`src/rtl/diff_drive_odometry_macros.svh`:
```
// Assertion macros for the differential-drive odometry block.
// Used by the top level; expects clk and arst_n in scope.
`ifndef DIFF_DRIVE_ODOMETRY_MACROS_SVH
`define DIFF_DRIVE_ODOMETRY_MACROS_SVH

// same-cycle implication
`define DOD_ASSERT_IMPL(label, ante, cons, msg) \
	label: assert property (@(posedge clk) disable iff (!arst_n) (ante) |-> (cons)) \
		else $error(msg);

// next-cycle implication
`define DOD_ASSERT_NEXT(label, ante, cons, msg) \
	label: assert property (@(posedge clk) disable iff (!arst_n) (ante) |=> (cons)) \
		else $error(msg);

`endif

```
`src/rtl/dod_pkg.sv`:
```
// Shared types and constants for the differential-drive odometry block.
// No dependencies.
package dod_pkg;

	typedef enum logic [3:0] {
		ST_IDLE,
		ST_MUL1,
		ST_SUM,
		ST_SAT,
		ST_MUL2,
		ST_RND,
		ST_UPD,
		ST_MUL3,
		ST_DIVS,
		ST_DIV,
		ST_DONE
	} st_t;

	localparam int CFG_IDX_W = 2;
	localparam logic [CFG_IDX_W-1:0] REG_LEFT_MPT  = 2'd0;
	localparam logic [CFG_IDX_W-1:0] REG_RIGHT_MPT = 2'd1;
	localparam logic [CFG_IDX_W-1:0] REG_ANGLE_PM  = 2'd2;

	localparam int DT_W  = 20;
	localparam int NUM_W = 54;   // (|v| * 1e6) >> 8
	localparam int QUO_W = 31;
	localparam int HI_W  = NUM_W - QUO_W;

	localparam logic [DT_W-1:0] US_PER_S = 20'd1000000;

	localparam logic signed [65:0] STEP_LIMIT     = 66'sd1099511627776;
	localparam logic signed [65:0] STEP_LIMIT_NEG = -66'sd1099511627776;
	localparam logic [63:0]        ANGLE_LIMIT    = 64'd2199023255552;

	localparam logic signed [37:0] POS_MAX = 38'sd2147483647;
	localparam logic signed [37:0] POS_MIN = -38'sd2147483648;
	localparam logic signed [31:0] INT32_MAX = 32'sh7FFF_FFFF;
	localparam logic signed [31:0] INT32_MIN = 32'sh8000_0000;

	localparam int CORDIC_STEPS = 16;
	localparam logic signed [32:0] CORDIC_GAIN = 33'sd652032874;

	typedef struct packed {
		logic               done;
		logic signed [31:0] cos_v;
		logic signed [31:0] sin_v;
	} cor_out_t;

	typedef struct packed {
		logic               done;
		logic signed [31:0] quo;
	} div_out_t;

	// atan(2^-i) in turns * 2^32
	function automatic logic signed [32:0] atan_step(input logic [3:0] i);
		logic signed [32:0] a;
		unique case (i)
			4'd0:  a = 33'sh020000000;
			4'd1:  a = 33'sh012E4051E;
			4'd2:  a = 33'sh009FB385B;
			4'd3:  a = 33'sh0051111D4;
			4'd4:  a = 33'sh0028B0D43;
			4'd5:  a = 33'sh00145D7E1;
			4'd6:  a = 33'sh000A2F61E;
			4'd7:  a = 33'sh000517C55;
			4'd8:  a = 33'sh00028BE53;
			4'd9:  a = 33'sh000145F2F;
			4'd10: a = 33'sh0000A2F98;
			4'd11: a = 33'sh0000517CC;
			4'd12: a = 33'sh000028BE6;
			4'd13: a = 33'sh0000145F3;
			4'd14: a = 33'sh00000A2FA;
			4'd15: a = 33'sh00000517D;
			default: a = '0;
		endcase
		return a;
	endfunction

endpackage

```
`src/rtl/dod_ifs.sv`:
```
// Valid/ready channel interfaces: encoder counts in, pose out, config writes.
// Depends on dod_pkg.
interface dod_in_if;
	logic               valid;
	logic               ready;
	logic signed [15:0] left_count;
	logic signed [15:0] right_count;
	logic [19:0]        elapsed_us;
	modport source(output valid, left_count, right_count, elapsed_us, input ready);
	modport sink(input valid, left_count, right_count, elapsed_us, output ready);
endinterface

interface dod_out_if;
	logic               valid;
	logic               ready;
	logic signed [31:0] position_x;
	logic signed [31:0] position_y;
	logic [15:0]        heading_out;
	logic signed [31:0] linear_velocity;
	logic signed [31:0] angular_velocity;
	logic               zero_interval;
	modport source(output valid, position_x, position_y, heading_out, linear_velocity,
		angular_velocity, zero_interval, input ready);
	modport sink(input valid, position_x, position_y, heading_out, linear_velocity,
		angular_velocity, zero_interval, output ready);
endinterface

interface dod_cfg_if;
	logic                          valid;
	logic                          ready;
	logic [dod_pkg::CFG_IDX_W-1:0] index;
	logic [31:0]                   data;
	modport source(output valid, index, data, input ready);
	modport sink(input valid, index, data, output ready);
endinterface

```
`src/rtl/dod_cordic.sv`:
```
// Iterative 16-step CORDIC, one rotation per cycle, for cos/sin of the heading.
// Depends on dod_pkg.
module dod_cordic (
	input  logic              clk,
	input  logic              arst_n,
	input  logic              start,
	input  logic [15:0]       heading,
	output dod_pkg::cor_out_t res
);
	logic               run_q;
	logic               done_q;
	logic [3:0]         i_q;
	logic               flip_q;
	logic signed [32:0] x_q;
	logic signed [32:0] y_q;
	logic signed [32:0] z_q;

	logic [31:0]        a0;
	logic [31:0]        a1;
	logic               flip;
	logic signed [32:0] dx;
	logic signed [32:0] dy;
	logic signed [32:0] at;

	always_comb begin
		a0   = {heading, 16'h0000};
		a1   = a0 + 32'h4000_0000;
		flip = a1[31];
		dx   = y_q >>> i_q;
		dy   = x_q >>> i_q;
		at   = dod_pkg::atan_step(i_q);
	end

	always_ff @(posedge clk or negedge arst_n) begin
		if (!arst_n) begin
			run_q  <= 1'b0;
			done_q <= 1'b0;
			i_q    <= '0;
		end else begin
			done_q <= 1'b0;
			if (start) begin
				run_q <= 1'b1;
				i_q   <= '0;
			end else if (run_q) begin
				i_q <= i_q + 4'd1;
				if (i_q == 4'(dod_pkg::CORDIC_STEPS - 1)) begin
					run_q  <= 1'b0;
					done_q <= 1'b1;
				end
			end
		end
	end

	always_ff @(posedge clk) begin
		if (start) begin
			flip_q <= flip;
			x_q    <= dod_pkg::CORDIC_GAIN;
			y_q    <= '0;
			z_q    <= 33'(signed'(flip ? a0 + 32'h8000_0000 : a0));
		end else if (run_q) begin
			if (!z_q[32]) begin
				x_q <= x_q - dx;
				y_q <= y_q + dy;
				z_q <= z_q - at;
			end else begin
				x_q <= x_q + dx;
				y_q <= y_q - dy;
				z_q <= z_q + at;
			end
		end
	end

	assign res.done  = done_q;
	assign res.cos_v = 32'(flip_q ? -x_q : x_q);
	assign res.sin_v = 32'(flip_q ? -y_q : y_q);
endmodule

```
`src/rtl/dod_div.sv`:
```
// Restoring divider, one quotient bit per cycle, with overflow prescreen and
// signed saturation to 32 bits. Depends on dod_pkg.
module dod_div (
	input  logic                       clk,
	input  logic                       arst_n,
	input  logic                       start,
	input  logic [dod_pkg::NUM_W-1:0]  num,
	input  logic [dod_pkg::DT_W-1:0]   den,
	input  logic                       neg,
	output dod_pkg::div_out_t          res
);
	logic                          run_q;
	logic                          done_q;
	logic [4:0]                    cnt_q;
	logic [dod_pkg::DT_W-1:0]      rem_q;
	logic [dod_pkg::DT_W-1:0]      den_q;
	logic [dod_pkg::QUO_W-1:0]     quo_q;
	logic                          neg_q;
	logic                          ovf_q;

	logic [dod_pkg::HI_W-1:0]      hi;
	logic [dod_pkg::DT_W:0]        r2;
	logic [dod_pkg::DT_W:0]        rd;
	logic                          ge;
	logic signed [31:0]            mag;

	always_comb begin
		hi  = num[dod_pkg::NUM_W-1:dod_pkg::QUO_W];
		r2  = {rem_q, quo_q[dod_pkg::QUO_W-1]};
		rd  = r2 - {1'b0, den_q};
		ge  = r2 >= {1'b0, den_q};
		mag = signed'({1'b0, quo_q});
	end

	always_ff @(posedge clk or negedge arst_n) begin
		if (!arst_n) begin
			run_q  <= 1'b0;
			done_q <= 1'b0;
			cnt_q  <= '0;
		end else begin
			done_q <= 1'b0;
			if (start) begin
				run_q <= 1'b1;
				cnt_q <= '0;
			end else if (run_q) begin
				cnt_q <= cnt_q + 5'd1;
				if (cnt_q == 5'(dod_pkg::QUO_W - 1)) begin
					run_q  <= 1'b0;
					done_q <= 1'b1;
				end
			end
		end
	end

	always_ff @(posedge clk) begin
		if (start) begin
			ovf_q <= hi >= dod_pkg::HI_W'(den);
			rem_q <= hi[dod_pkg::DT_W-1:0];
			quo_q <= num[dod_pkg::QUO_W-1:0];
			den_q <= den;
			neg_q <= neg;
		end else if (run_q) begin
			rem_q <= ge ? rd[dod_pkg::DT_W-1:0] : r2[dod_pkg::DT_W-1:0];
			quo_q <= {quo_q[dod_pkg::QUO_W-2:0], ge};
		end
	end

	assign res.done = done_q;
	assign res.quo  = ovf_q ? (neg_q ? dod_pkg::INT32_MIN : dod_pkg::INT32_MAX)
	                        : (neg_q ? -mag : mag);
endmodule

```
`src/rtl/diff_drive_odometry.sv`:
```
// Differential-drive odometry top level: bit-serial multipliers, CORDIC, dividers.
// Depends on dod_pkg, dod_ifs, dod_cordic, dod_div and the assertion macros.
//
//  channel  dir   word
//  -------  ----  ----------------------------------------------------------
//  cfg      in    index, data (meters/tick left, right; angle per meter)
//  counts   in    left_count, right_count, elapsed_us
//  pose     out   position_x/y, heading_out, linear/angular_velocity, zero_interval
//
// Counts is not ready again until the word's pose result is valid; both rise in the
// same cycle. The pace is set by three 1-bit shift-add multiplier passes
// and the 31-step restoring dividers.
// arst_n clears configuration, last counts, pose and heading.
// A stalled pose word sits in the output register; the datapath then holds its
// result until the register frees, and counts stays not ready meanwhile.
`include "diff_drive_odometry_macros.svh"

module diff_drive_odometry #(
	parameter int COUNT_BITS = 16
) (
	input logic        clk,
	input logic        arst_n,
	dod_in_if.sink     counts,
	dod_out_if.source  pose,
	dod_cfg_if.sink    cfg
);
	localparam int PW = COUNT_BITS + 32;   // wheel distance product width

	// configuration
	logic [31:0] lmpt_q;
	logic [31:0] rmpt_q;
	logic [31:0] apm_q;

	// control and persistent state
	dod_pkg::st_t state_q;
	dod_pkg::st_t state_d;
	logic [4:0]   cnt_q;
	logic [4:0]   cnt_d;
	logic [COUNT_BITS-1:0] last_l_q;
	logic [COUNT_BITS-1:0] last_r_q;
	logic signed [31:0]    pose_x_q;
	logic signed [31:0]    pose_y_q;
	logic [15:0]           hd_q;
	logic                  ovld_q;

	// datapath
	logic [dod_pkg::DT_W-1:0]    dt_q;
	logic signed [COUNT_BITS-1:0] dlt_l_q;
	logic signed [COUNT_BITS-1:0] dlt_r_q;
	logic signed [COUNT_BITS:0]   mla_q;
	logic signed [COUNT_BITS:0]   mra_q;
	logic [31:0]                  mlb_q;
	logic [31:0]                  mrb_q;
	logic signed [65:0] d_q;
	logic signed [65:0] diff_q;
	logic signed [33:0] d16_q;
	logic signed [34:0] mxa_q;
	logic signed [34:0] mya_q;
	logic [31:0]        mxb_q;
	logic [31:0]        myb_q;
	logic [63:0]        mag_q;
	logic [64:0]        mqa_q;
	logic [31:0]        mqb_q;
	logic [40:0]        dmag_q;
	logic               lneg_q;
	logic               aneg_q;
	logic signed [36:0] xr_q;
	logic signed [36:0] yr_q;
	logic [41:0]        vl_q;
	logic [41:0]        va_q;
	logic [42:0]        vla_q;
	logic [42:0]        vaa_q;
	logic [19:0]        vlb_q;
	logic [19:0]        vab_q;
	logic signed [31:0] lin_q;
	logic signed [31:0] ang_q;

	// output register
	logic signed [31:0] opx_q;
	logic signed [31:0] opy_q;
	logic [15:0]        ohd_q;
	logic signed [31:0] olin_q;
	logic signed [31:0] oang_q;
	logic               ozi_q;

	// control outputs
	logic accept;
	logic div_start;
	logic load_out;

	// combinational datapath
	logic [COUNT_BITS-1:0]      lc_cb;
	logic [COUNT_BITS-1:0]      rc_cb;
	logic signed [COUNT_BITS:0] sum_l;
	logic signed [COUNT_BITS:0] sum_r;
	logic signed [PW-1:0]       dl;
	logic signed [PW-1:0]       dr;
	logic signed [65:0]         sum_d;
	logic signed [41:0]         dsat;
	logic signed [41:0]         d16_sum;
	logic                       booth_neg;
	logic signed [34:0]         addx;
	logic signed [34:0]         addy;
	logic signed [34:0]         sumx;
	logic signed [34:0]         sumy;
	logic [64:0]                sumq;
	logic signed [66:0]         pxr;
	logic signed [66:0]         pyr;
	logic [95:0]                qprod;
	logic [55:0]                ht;
	logic [63:0]                a8full;
	logic [41:0]                a8;
	logic signed [37:0]         nx;
	logic signed [37:0]         ny;
	logic [42:0]                sumvl;
	logic [42:0]                sumva;
	logic [61:0]                prod_l;
	logic [61:0]                prod_a;

	dod_pkg::cor_out_t cor_o;
	dod_pkg::div_out_t div_l_o;
	dod_pkg::div_out_t div_a_o;

	dod_cordic u_cordic (
		.clk     (clk),
		.arst_n  (arst_n),
		.start   (accept),
		.heading (hd_q),
		.res     (cor_o)
	);

	dod_div u_div_lin (
		.clk    (clk),
		.arst_n (arst_n),
		.start  (div_start),
		.num    (prod_l[61:8]),
		.den    (dt_q),
		.neg    (lneg_q),
		.res    (div_l_o)
	);

	dod_div u_div_ang (
		.clk    (clk),
		.arst_n (arst_n),
		.start  (div_start),
		.num    (prod_a[61:8]),
		.den    (dt_q),
		.neg    (aneg_q),
		.res    (div_a_o)
	);

	assign cfg.ready = 1'b1;

	// ---------------- arithmetic ----------------
	always_comb begin
		// counts widen by sign extension, narrow by truncation, then wrap
		lc_cb = COUNT_BITS'(counts.left_count);
		rc_cb = COUNT_BITS'(counts.right_count);

		// wheel distance: delta * meters_per_tick, LSB first, product shifts into B
		sum_l = mla_q + (mlb_q[0] ? (COUNT_BITS+1)'(dlt_l_q) : '0);
		sum_r = mra_q + (mrb_q[0] ? (COUNT_BITS+1)'(dlt_r_q) : '0);
		dl    = signed'({mla_q[COUNT_BITS-1:0], mlb_q});
		dr    = signed'({mra_q[COUNT_BITS-1:0], mrb_q});
		sum_d = 66'(dl) + 66'(dr);

		// step distance clamp and Q24 -> Q16 round half up
		if (d_q > dod_pkg::STEP_LIMIT)
			dsat = 42'(dod_pkg::STEP_LIMIT);
		else if (d_q < dod_pkg::STEP_LIMIT_NEG)
			dsat = 42'(dod_pkg::STEP_LIMIT_NEG);
		else
			dsat = 42'(d_q);
		d16_sum = dsat + 42'sd128;

		// position: d16 * trig, signed multiplier bit 31 subtracts
		booth_neg = cnt_q == 5'd31;
		addx = mxb_q[0] ? 35'(d16_q) : '0;
		addy = myb_q[0] ? 35'(d16_q) : '0;
		sumx = booth_neg ? mxa_q - addx : mxa_q + addx;
		sumy = booth_neg ? mya_q - addy : mya_q + addy;
		pxr  = signed'({mxa_q, mxb_q}) + 67'sd536870912;
		pyr  = signed'({mya_q, myb_q}) + 67'sd536870912;

		// |dr - dl| * angle_per_meter, full 96-bit product
		sumq  = mqa_q + (mqb_q[0] ? {1'b0, mag_q} : '0);
		qprod = {mqa_q[63:0], mqb_q};
		// heading step: (+-Q + 2^39) bits 55:40, sign folded into one adder
		ht = aneg_q ? (56'h80_0000_0000 - qprod[55:0]) : (qprod[55:0] + 56'h80_0000_0000);
		a8full = qprod[95:32];
		a8 = (a8full > dod_pkg::ANGLE_LIMIT) ? 42'(dod_pkg::ANGLE_LIMIT) : a8full[41:0];

		nx = 38'(pose_x_q) + 38'(xr_q);
		ny = 38'(pose_y_q) + 38'(yr_q);

		// velocity numerators: magnitude * 1e6
		sumvl  = vla_q + (vlb_q[0] ? {1'b0, vl_q} : '0);
		sumva  = vaa_q + (vab_q[0] ? {1'b0, va_q} : '0);
		prod_l = {vla_q[41:0], vlb_q};
		prod_a = {vaa_q[41:0], vab_q};
	end

	// ---------------- sequencer ----------------
	always_comb begin
		state_d   = state_q;
		cnt_d     = '0;
		accept    = 1'b0;
		div_start = 1'b0;
		load_out  = 1'b0;
		counts.ready = 1'b0;
		unique case (state_q)
			dod_pkg::ST_IDLE: begin
				counts.ready = 1'b1;
				if (counts.valid) begin
					accept  = 1'b1;
					state_d = dod_pkg::ST_MUL1;
				end
			end
			dod_pkg::ST_MUL1: begin
				cnt_d = cnt_q + 5'd1;
				if (cnt_q == 5'd31)
					state_d = dod_pkg::ST_SUM;
			end
			dod_pkg::ST_SUM: state_d = dod_pkg::ST_SAT;
			dod_pkg::ST_SAT: state_d = dod_pkg::ST_MUL2;
			dod_pkg::ST_MUL2: begin
				cnt_d = cnt_q + 5'd1;
				if (cnt_q == 5'd31)
					state_d = dod_pkg::ST_RND;
			end
			dod_pkg::ST_RND: state_d = dod_pkg::ST_UPD;
			dod_pkg::ST_UPD: state_d = dod_pkg::ST_MUL3;
			dod_pkg::ST_MUL3: begin
				cnt_d = cnt_q + 5'd1;
				if (cnt_q == 5'd19)
					state_d = dod_pkg::ST_DIVS;
			end
			dod_pkg::ST_DIVS: begin
				div_start = 1'b1;
				state_d   = dod_pkg::ST_DIV;
			end
			dod_pkg::ST_DIV: begin
				if (div_l_o.done)
					state_d = dod_pkg::ST_DONE;
			end
			dod_pkg::ST_DONE: begin
				if (!ovld_q || pose.ready) begin
					load_out = 1'b1;
					state_d  = dod_pkg::ST_IDLE;
				end
			end
			default: state_d = dod_pkg::ST_IDLE;
		endcase
	end

	always_ff @(posedge clk or negedge arst_n) begin
		if (!arst_n) begin
			state_q <= dod_pkg::ST_IDLE;
			cnt_q   <= '0;
		end else begin
			state_q <= state_d;
			cnt_q   <= cnt_d;
		end
	end

	// ---------------- config, pose state, output valid ----------------
	always_ff @(posedge clk or negedge arst_n) begin
		if (!arst_n) begin
			lmpt_q   <= '0;
			rmpt_q   <= '0;
			apm_q    <= '0;
			last_l_q <= '0;
			last_r_q <= '0;
			pose_x_q <= '0;
			pose_y_q <= '0;
			hd_q     <= '0;
			ovld_q   <= 1'b0;
		end else begin
			if (cfg.valid) begin
				unique case (cfg.index)
					dod_pkg::REG_LEFT_MPT:  lmpt_q <= cfg.data;
					dod_pkg::REG_RIGHT_MPT: rmpt_q <= cfg.data;
					dod_pkg::REG_ANGLE_PM:  apm_q  <= cfg.data;
					default: ;
				endcase
			end
			if (accept) begin
				last_l_q <= lc_cb;
				last_r_q <= rc_cb;
			end
			// heading moves only after the CORDIC has taken the old one
			if (state_q == dod_pkg::ST_RND)
				hd_q <= hd_q + ht[55:40];
			if (state_q == dod_pkg::ST_UPD) begin
				if (nx > dod_pkg::POS_MAX)
					pose_x_q <= 32'(dod_pkg::POS_MAX);
				else if (nx < dod_pkg::POS_MIN)
					pose_x_q <= 32'(dod_pkg::POS_MIN);
				else
					pose_x_q <= 32'(nx);
				if (ny > dod_pkg::POS_MAX)
					pose_y_q <= 32'(dod_pkg::POS_MAX);
				else if (ny < dod_pkg::POS_MIN)
					pose_y_q <= 32'(dod_pkg::POS_MIN);
				else
					pose_y_q <= 32'(ny);
			end
			if (load_out)
				ovld_q <= 1'b1;
			else if (pose.ready)
				ovld_q <= 1'b0;
		end
	end

	// ---------------- datapath registers ----------------
	always_ff @(posedge clk) begin
		unique case (state_q)
			dod_pkg::ST_IDLE: begin
				if (accept) begin
					dt_q    <= counts.elapsed_us;
					dlt_l_q <= signed'(lc_cb - last_l_q);
					dlt_r_q <= signed'(rc_cb - last_r_q);
					mla_q   <= '0;
					mra_q   <= '0;
					mlb_q   <= lmpt_q;
					mrb_q   <= rmpt_q;
				end
			end
			dod_pkg::ST_MUL1: begin
				mla_q <= {sum_l[COUNT_BITS], sum_l[COUNT_BITS:1]};
				mra_q <= {sum_r[COUNT_BITS], sum_r[COUNT_BITS:1]};
				mlb_q <= {sum_l[0], mlb_q[31:1]};
				mrb_q <= {sum_r[0], mrb_q[31:1]};
			end
			dod_pkg::ST_SUM: begin
				d_q    <= sum_d >>> 1;
				diff_q <= 66'(dr) - 66'(dl);
			end
			dod_pkg::ST_SAT: begin
				d16_q  <= d16_sum[41:8];
				dmag_q <= dsat[41] ? 41'(-dsat) : 41'(dsat);
				lneg_q <= dsat[41];
				mag_q  <= diff_q[65] ? 64'(-diff_q) : 64'(diff_q);
				aneg_q <= diff_q[65];
				mxa_q  <= '0;
				mya_q  <= '0;
				mxb_q  <= cor_o.cos_v;
				myb_q  <= cor_o.sin_v;
				mqa_q  <= '0;
				mqb_q  <= apm_q;
			end
			dod_pkg::ST_MUL2: begin
				mxa_q <= {sumx[34], sumx[34:1]};
				mya_q <= {sumy[34], sumy[34:1]};
				mxb_q <= {sumx[0], mxb_q[31:1]};
				myb_q <= {sumy[0], myb_q[31:1]};
				mqa_q <= {1'b0, sumq[64:1]};
				mqb_q <= {sumq[0], mqb_q[31:1]};
			end
			dod_pkg::ST_RND: begin
				xr_q  <= pxr[66:30];
				yr_q  <= pyr[66:30];
				vl_q  <= {1'b0, dmag_q};
				va_q  <= a8;
				vla_q <= '0;
				vaa_q <= '0;
				vlb_q <= dod_pkg::US_PER_S;
				vab_q <= dod_pkg::US_PER_S;
			end
			dod_pkg::ST_UPD: ;
			dod_pkg::ST_MUL3: begin
				vla_q <= {1'b0, sumvl[42:1]};
				vaa_q <= {1'b0, sumva[42:1]};
				vlb_q <= {sumvl[0], vlb_q[19:1]};
				vab_q <= {sumva[0], vab_q[19:1]};
			end
			dod_pkg::ST_DIVS: ;
			dod_pkg::ST_DIV: begin
				if (div_l_o.done) begin
					lin_q <= (dt_q == '0) ? '0 : div_l_o.quo;
					ang_q <= (dt_q == '0) ? '0 : div_a_o.quo;
				end
			end
			dod_pkg::ST_DONE: begin
				if (load_out) begin
					opx_q  <= pose_x_q;
					opy_q  <= pose_y_q;
					ohd_q  <= hd_q;
					olin_q <= lin_q;
					oang_q <= ang_q;
					ozi_q  <= dt_q == '0;
				end
			end
			default: ;
		endcase
	end

	assign pose.valid            = ovld_q;
	assign pose.position_x       = opx_q;
	assign pose.position_y       = opy_q;
	assign pose.heading_out      = ohd_q;
	assign pose.linear_velocity  = olin_q;
	assign pose.angular_velocity = oang_q;
	assign pose.zero_interval    = ozi_q;

	// ---------------- assertions ----------------
	`DOD_ASSERT_IMPL(a_cordic_window, cor_o.done, state_q == dod_pkg::ST_MUL1, "CORDIC result arrived outside the wheel multiply pass")
	`DOD_ASSERT_IMPL(a_div_pair, div_l_o.done, state_q == dod_pkg::ST_DIV && div_a_o.done, "dividers out of step with the sequencer")
	`DOD_ASSERT_IMPL(a_zero_dt, pose.valid && pose.zero_interval, pose.linear_velocity == 32'sd0 && pose.angular_velocity == 32'sd0, "velocity not forced to zero on zero interval")
	`DOD_ASSERT_NEXT(a_accept_busy, counts.valid && counts.ready, state_q == dod_pkg::ST_MUL1 && !counts.ready, "accepted word did not start the multiply pass")
endmodule
```
`src/flat_wrapper.sv`:
```
// flat-port wrapper written by rule: the top's interface ports become plain ports
module diff_drive_odometry_flat 
#(
	parameter int COUNT_BITS = 16
)
  (clk, arst_n, counts_valid, counts_left_count, counts_right_count, counts_elapsed_us, counts_ready, pose_valid, pose_position_x, pose_position_y, pose_heading_out, pose_linear_velocity, pose_angular_velocity, pose_zero_interval, pose_ready, cfg_valid, cfg_index, cfg_data, cfg_ready);
  dod_in_if counts_i ();
  dod_out_if pose_i ();
  dod_cfg_if cfg_i ();
  input logic clk;
  input logic arst_n;
  input wire logic [$bits(counts_i.valid)-1:0] counts_valid;
  input wire logic [$bits(counts_i.left_count)-1:0] counts_left_count;
  input wire logic [$bits(counts_i.right_count)-1:0] counts_right_count;
  input wire logic [$bits(counts_i.elapsed_us)-1:0] counts_elapsed_us;
  output wire logic [$bits(counts_i.ready)-1:0] counts_ready;
  output wire logic [$bits(pose_i.valid)-1:0] pose_valid;
  output wire logic [$bits(pose_i.position_x)-1:0] pose_position_x;
  output wire logic [$bits(pose_i.position_y)-1:0] pose_position_y;
  output wire logic [$bits(pose_i.heading_out)-1:0] pose_heading_out;
  output wire logic [$bits(pose_i.linear_velocity)-1:0] pose_linear_velocity;
  output wire logic [$bits(pose_i.angular_velocity)-1:0] pose_angular_velocity;
  output wire logic [$bits(pose_i.zero_interval)-1:0] pose_zero_interval;
  input wire logic [$bits(pose_i.ready)-1:0] pose_ready;
  input wire logic [$bits(cfg_i.valid)-1:0] cfg_valid;
  input wire logic [$bits(cfg_i.index)-1:0] cfg_index;
  input wire logic [$bits(cfg_i.data)-1:0] cfg_data;
  output wire logic [$bits(cfg_i.ready)-1:0] cfg_ready;
  assign counts_i.valid = counts_valid;
  assign counts_i.left_count = counts_left_count;
  assign counts_i.right_count = counts_right_count;
  assign counts_i.elapsed_us = counts_elapsed_us;
  assign counts_ready = counts_i.ready;
  assign pose_valid = pose_i.valid;
  assign pose_position_x = pose_i.position_x;
  assign pose_position_y = pose_i.position_y;
  assign pose_heading_out = pose_i.heading_out;
  assign pose_linear_velocity = pose_i.linear_velocity;
  assign pose_angular_velocity = pose_i.angular_velocity;
  assign pose_zero_interval = pose_i.zero_interval;
  assign pose_i.ready = pose_ready;
  assign cfg_i.valid = cfg_valid;
  assign cfg_i.index = cfg_index;
  assign cfg_i.data = cfg_data;
  assign cfg_ready = cfg_i.ready;
  diff_drive_odometry #(.COUNT_BITS(COUNT_BITS)) u_core (.clk(clk), .arst_n(arst_n), .counts(counts_i), .pose(pose_i), .cfg(cfg_i));
endmodule
```
`config.mk`:
```
export PLATFORM = sky130hd
export DESIGN_NAME = diff_drive_odometry_flat
export DESIGN_NICKNAME = d
export VERILOG_FILES = /design/src/rtl/dod_pkg.sv /design/src/rtl/dod_ifs.sv /design/src/rtl/dod_cordic.sv /design/src/rtl/dod_div.sv /design/src/rtl/diff_drive_odometry.sv /design/src/flat_wrapper.sv
export VERILOG_INCLUDE_DIRS = /design/src /design/src/rtl
export SDC_FILE = /design/constraint.sdc
export NUM_CORES = 2
export LEC_CHECK = 0
export BUFFER_PORTS_ARGS = -buffer_cell sky130_fd_sc_hd__buf_2
export CORE_MARGIN = 2
export CORE_UTILIZATION = 58
export DETAILED_ROUTE_END_ITERATION = 8
export HOLD_SLACK_MARGIN = 0.03
export PLACE_DENSITY = 0.89
export SYNTH_ARGS = -nofsm -noshare
export SYNTH_HDL_FRONTEND = slang
export SYNTH_SLANG_ARGS = --single-unit
```
`constraint.sdc`:
```
create_clock -name clk -period 17.5 [get_ports clk]
set_input_delay 3.5 -clock clk [delete_from_list [all_inputs] [get_ports clk]]
set_output_delay 3.5 -clock clk [all_outputs]
set_load 0.005 [all_outputs]
```
==> results.md <==
* Post-Layout Inst Area at 110500 µm²
* Width of the chip at 423.6 µm
* Critical path's most frequent cell: sky130_fd_sc_hd__a21oi_1
* Arrival time of the worst setup path at 8.52 ns
* First-pass GRT wire length at 416.7 mm
* Area of the mapped netlist at 102100 µm²
* Layout cells sized above 1 at 8.527%
* Top-level port count at 239
* Source-to-sink clock delay at the later pin of the worst-skew pair at 0.85 ns
* Die area at 179400 µm²
* Setup slack of the most critical reg-to-reg path at 9.52 ns
* Largest fanout of any net on the critical path at 55
* Worst setup skew after layout at 0.03614 ns
* Number of synthesized flops with an enable pin at 1264
* TritonCTS clock tree: yes
* Final setup violating endpoints at 0
* Post-synth top flop: sky130_fd_sc_hd__edfxtp_1
* Max-Slew Margin vs Limit at 17.74%
* Slowest stage cell on the critical path: sky130_fd_sc_hd__dfrtp_4
* Leakage dissipation at 0.04460 µW
* Vias in the first global route at 76310
* Number of search-and-repair iterations in the first detailed-routing pass at 6
* Final standard cell count with taps included and fillers excluded at 12910
* Drt initial violations at 8047
* Post-detailed-route wirelength per cell at 20.38 µm
* Final period utilization at 45.58%
* Yosys Warn Count at 0
* Number of hold violations in the final report at 0
* Startpoint kind of the worst setup timing path: flop
* Portion of the post-synthesis area used by sequential elements at 44.25%
* Max-slew violation count at 0
* Area of the core at 174400 µm²
* Max-cap violation count at 0
* Class of the tightest hold or removal check: flop to flop
* Final WL at 263.1 mm
* Transition time at the pin with the least slew margin at 1.234 ns
* Via count at 80110
* Period minus WS final at 7.976 ns
* Setup Crit Path Kind: flop to flop
* Post_cts resized at 0
* Number of cells on the worst reg-to-reg path at 24
* Final ANT Viol Nets at 0
* Total CTS buffers at 164
* Worst path max stage delay at 1.02 ns
* Number of remaining DRC errors at 0
* Number of rows created at floorplan at 153
* Final weighted congestion in routability-driven placement at 0.9945
* Run status: completed
* Area growth, synth to finish at 8.231%
* Worst reg2reg endpoint: u_core.u_cordic.z_q[28]$_DFFE_PP_
* CTS HTree Levels at 4
* Hold Startpoint: u_core.ang_q[21]$_SDFFCE_PP0P_
* Area used by multi-input combinational logic at 53640 µm²
* Worst endpoint required time at 18.04 ns
* Initial core utilization at 58.55%
* Post-Synthesis Cells at 10440
* Total overflow reported by the global router at 0
* FF+latch area at 45190 µm²
* Post-CTS setup buffers at 0
* Worst hold stages at 0
* Pin count of the biggest net entering global routing at 105
* Unique cell type count in the Yosys netlist at 111
* Vertical die dimension at 423.6 µm
* Fraction of synthesis flops using an asynchronous set or reset pin at 15.07%
* Reg2Reg Launch Point: u_core.u_cordic.i_q[0]$_DFFE_PN0P_
* Filler Cell Count at 13440
* CTS clock-pin slew for the worst setup and hold paths at 0.07 ns
* CTS root buf: sky130_fd_sc_hd__clkbuf_16
* Mean instance size in the synthesized netlist at 9.776 µm²
* Count of buffers inserted at the top-level ports at 237
* Number of buffers between clock root and the deepest sink at 3
* Routed vias/inst at 6.206
* Gr usage total at 28.69%
* Cells along the critical path: buf_4 -> inv_1 -> ha_1 -> nand2_1 -> a21oi_1 -> a31oi_1 -> and2_1 -> nand2_1 -> nor3_1 -> and3b_1 -> and4b_1 -> nor2_1 -> xnor2_1 -> ha_1 -> nand4_1 -> a2111oi_0 -> nor2_1 -> o31ai_1 -> a41oi_1 -> a21oi_1 -> a21o_1 -> a21oi_1 -> xor2_1 -> o21ai_0
* Worst Hold Path EP: u_core.pose.angular_velocity[21]$_DFFE_PP_
* Setup tns final at 0 ns
* Cts-stage hold buffer count at 0
* FMAX at 125.4 MHz
* DP HPWL at 191.8 mm
* Power density over the cells at 70.43 nW/µm²
* Number of cells after detailed placement at 12600
* Number of register bits inferred by synthesis at 1566
* Placed standard-cell area at 104900 µm²
* Antenna violations before repair at 8
* Final Net Count at 11220
* Max IR drop VDD at 0.1038 mV
* TritonCTS Sinks at 1566
* Type of element capturing the critical path: flop
* Unrepaired setup endpoints after global routing: no
[sequential cells by signal, summed over array words and instances (netlist names), 42 cells and up]
signal         cells
u_core.mag_q      64
u_core.mqa_q      64
u_core.diff_q     49
u_core.d_q        48
u_core.va_q       42
u_core.vaa_q      42
u_core.vla_q      42
[layout by cell type (no fill, tap or decap), types with 106 or more instances in the layout]
cell,n
sky130_fd_sc_hd__mux2_2,139
sky130_fd_sc_hd__nor3_1,189
sky130_fd_sc_hd__dfrtp_1,231
sky130_fd_sc_hd__nor2_1,1020
sky130_fd_sc_hd__nand2b_1,115
sky130_fd_sc_hd__o21ai_0,664
sky130_fd_sc_hd__buf_2,236
sky130_fd_sc_hd__nand3_1,191
sky130_fd_sc_hd__xnor2_1,512
sky130_fd_sc_hd__and2_1,296
sky130_fd_sc_hd__a21oi_1,733
sky130_fd_sc_hd__ha_1,671
sky130_fd_sc_hd__o21bai_1,108
sky130_fd_sc_hd__clkbuf_16,170
sky130_fd_sc_hd__inv_1,398
sky130_fd_sc_hd__edfxtp_1,1264
sky130_fd_sc_hd__xor2_1,362
sky130_fd_sc_hd__a31oi_1,106
sky130_fd_sc_hd__a21o_1,285
sky130_fd_sc_hd__nand2_1,1153
[kinds of logic (layout without fill, tap and decap cells)]
| logic type | after synthesis | in the layout | share of synthesized area (%) |
|---|---|---|---|
| and+or+nand+nor | 3574 | 3574 | 16.37 |
| AOI/OAI and AO/OA | 2514 | 2514 | 15.29 |
| DFF | 1566 | 1566 | 44.25 |
| buffers and inverters | 890 | 1010 | 3.408 |
| xor gates and xnor gates | 874 | 874 | 7.497 |
| adders and majority gates | 691 | 691 | 8.607 |
| muxes | 333 | 333 | 4.566 |
| other | 2 | 21 | 0.007355 |
[routing by layer]
layer | wire [µm] | track usage, %
met1 | 110400 | 39.25
met2 | 120500 | 46.17
met3 | 21540 | 4.172
met4 | 10600 | 11.26
met5 | 34 | 0
[synth_stat cells (34+ instances only)]
library cell,count,area share (%)
sky130_fd_sc_hd__a211oi_1,67,0.49
sky130_fd_sc_hd__nand4_1,78,0.48
sky130_fd_sc_hd__nor4_1,70,0.43
sky130_fd_sc_hd__nor2_1,1024,3.8
sky130_fd_sc_hd__nor3_1,193,0.95
sky130_fd_sc_hd__o21a_1,89,0.65
sky130_fd_sc_hd__nor2b_1,96,0.59
sky130_fd_sc_hd__a31oi_1,108,0.66
sky130_fd_sc_hd__and3_1,100,0.61
sky130_fd_sc_hd__nand2b_1,118,0.72
sky130_fd_sc_hd__buf_2,35,0.17
sky130_fd_sc_hd__or3_1,89,0.55
sky130_fd_sc_hd__a21o_1,285,2.1
sky130_fd_sc_hd__o31ai_1,73,0.54
sky130_fd_sc_hd__edfxtp_1,1264,37
sky130_fd_sc_hd__ha_1,672,8.2
sky130_fd_sc_hd__o21bai_1,108,0.79
sky130_fd_sc_hd__xnor2_1,512,4.4
sky130_fd_sc_hd__mux2i_1,99,0.97
sky130_fd_sc_hd__clkbuf_1,382,1.4
sky130_fd_sc_hd__o21ai_0,664,3.3
sky130_fd_sc_hd__o41ai_1,34,0.29
sky130_fd_sc_hd__nand3_1,192,0.94
sky130_fd_sc_hd__dfxtp_1,66,1.3
sky130_fd_sc_hd__xor2_1,362,3.1
sky130_fd_sc_hd__buf_1,50,0.18
sky130_fd_sc_hd__mux2_2,139,1.5
sky130_fd_sc_hd__o211ai_1,54,0.40
sky130_fd_sc_hd__mux4_2,92,2.0
sky130_fd_sc_hd__or4_1,40,0.29
sky130_fd_sc_hd__nand2_1,1159,4.3
sky130_fd_sc_hd__a21boi_0,44,0.32
sky130_fd_sc_hd__a21oi_1,733,3.6
sky130_fd_sc_hd__dfrtp_1,236,5.8
sky130_fd_sc_hd__and2_1,296,1.8
sky130_fd_sc_hd__inv_1,400,1.5
[stage by stage]
stage | total power [µW] | utilization [%] | worst slack, ns | hold WS, ns
floorplan | 4207 | - | 1.085 | 0.4003
global placement | 4250 | 60.17 | 9.691 | 0.4038
detailed placement | 4262 | 60.17 | 9.627 | 0.4045
CTS | 7830 | 63.36 | 9.566 | 0.4078
global route | 7988 | 63.36 | 8.794 | 0.4102
finish | 7783 | 63.37 | 9.524 | 0.4069
[worst max path at each step]
stage | endpoint | slack (ns) | cells past startpoint | startpoint
4_1_cts | u_core.u_cordic.z_q[28]$_DFFE_PP_ | 9.57 | 24 | u_core.u_cordic.i_q[0]$_DFFE_PN0P_
3_5_place_dp | u_core.u_cordic.z_q[28]$_DFFE_PP_ | 9.63 | 24 | u_core.u_cordic.i_q[0]$_DFFE_PN0P_
3_3_place_gp | u_core.u_cordic.z_q[28]$_DFFE_PP_ | 9.69 | 24 | u_core.u_cordic.i_q[0]$_DFFE_PN0P_
6_report | u_core.u_cordic.z_q[28]$_DFFE_PP_ | 9.52 | 24 | u_core.u_cordic.i_q[0]$_DFFE_PN0P_
2_1_floorplan | u_core.mqa_q[0]$_SDFFCE_PN0P_ | 1.08 | 4 | u_core.state_q[1]$_DFFE_PN0P_
5_1_grt | u_core.u_cordic.z_q[28]$_DFFE_PP_ | 8.79 | 24 | u_core.u_cordic.i_q[0]$_DFFE_PN0P_
[area by class of cell]
| cell class | instances | area share, % |
|---|---|---|
| multi-input combinational | 8002 | 48.54 |
| sequential | 1566 | 40.90 |
| clock inverter | 110 | 1.051 |
| antenna | 5 | 0.01132 |
| clock buffer | 194 | 3.976 |
| timing repair buffer | 299 | 1.504 |
| inverter | 407 | 1.393 |
| tap | 2325 | 2.632 |
[worst max-delay path: cells and delay by family, from the launching register on]
kind,cells,cell delay (ns)
fa+ha+maj,2,0.90
simple gates,9,2.03
flops,1,1.02
buf+inv,2,1.11
xor+xnor,2,0.32
compound gates,9,2.25
[where the power goes]
part           internal [µW]  switching [µW]  leakage (µW)  total, µW
clock network           2050            1540       0.00269       3600
registers               4030            24.8        0.0149       4060
logic                   61.9            68.1        0.0270        130
total                   6150            1640        0.0446       7780
(Power assumes the default switching activity.)
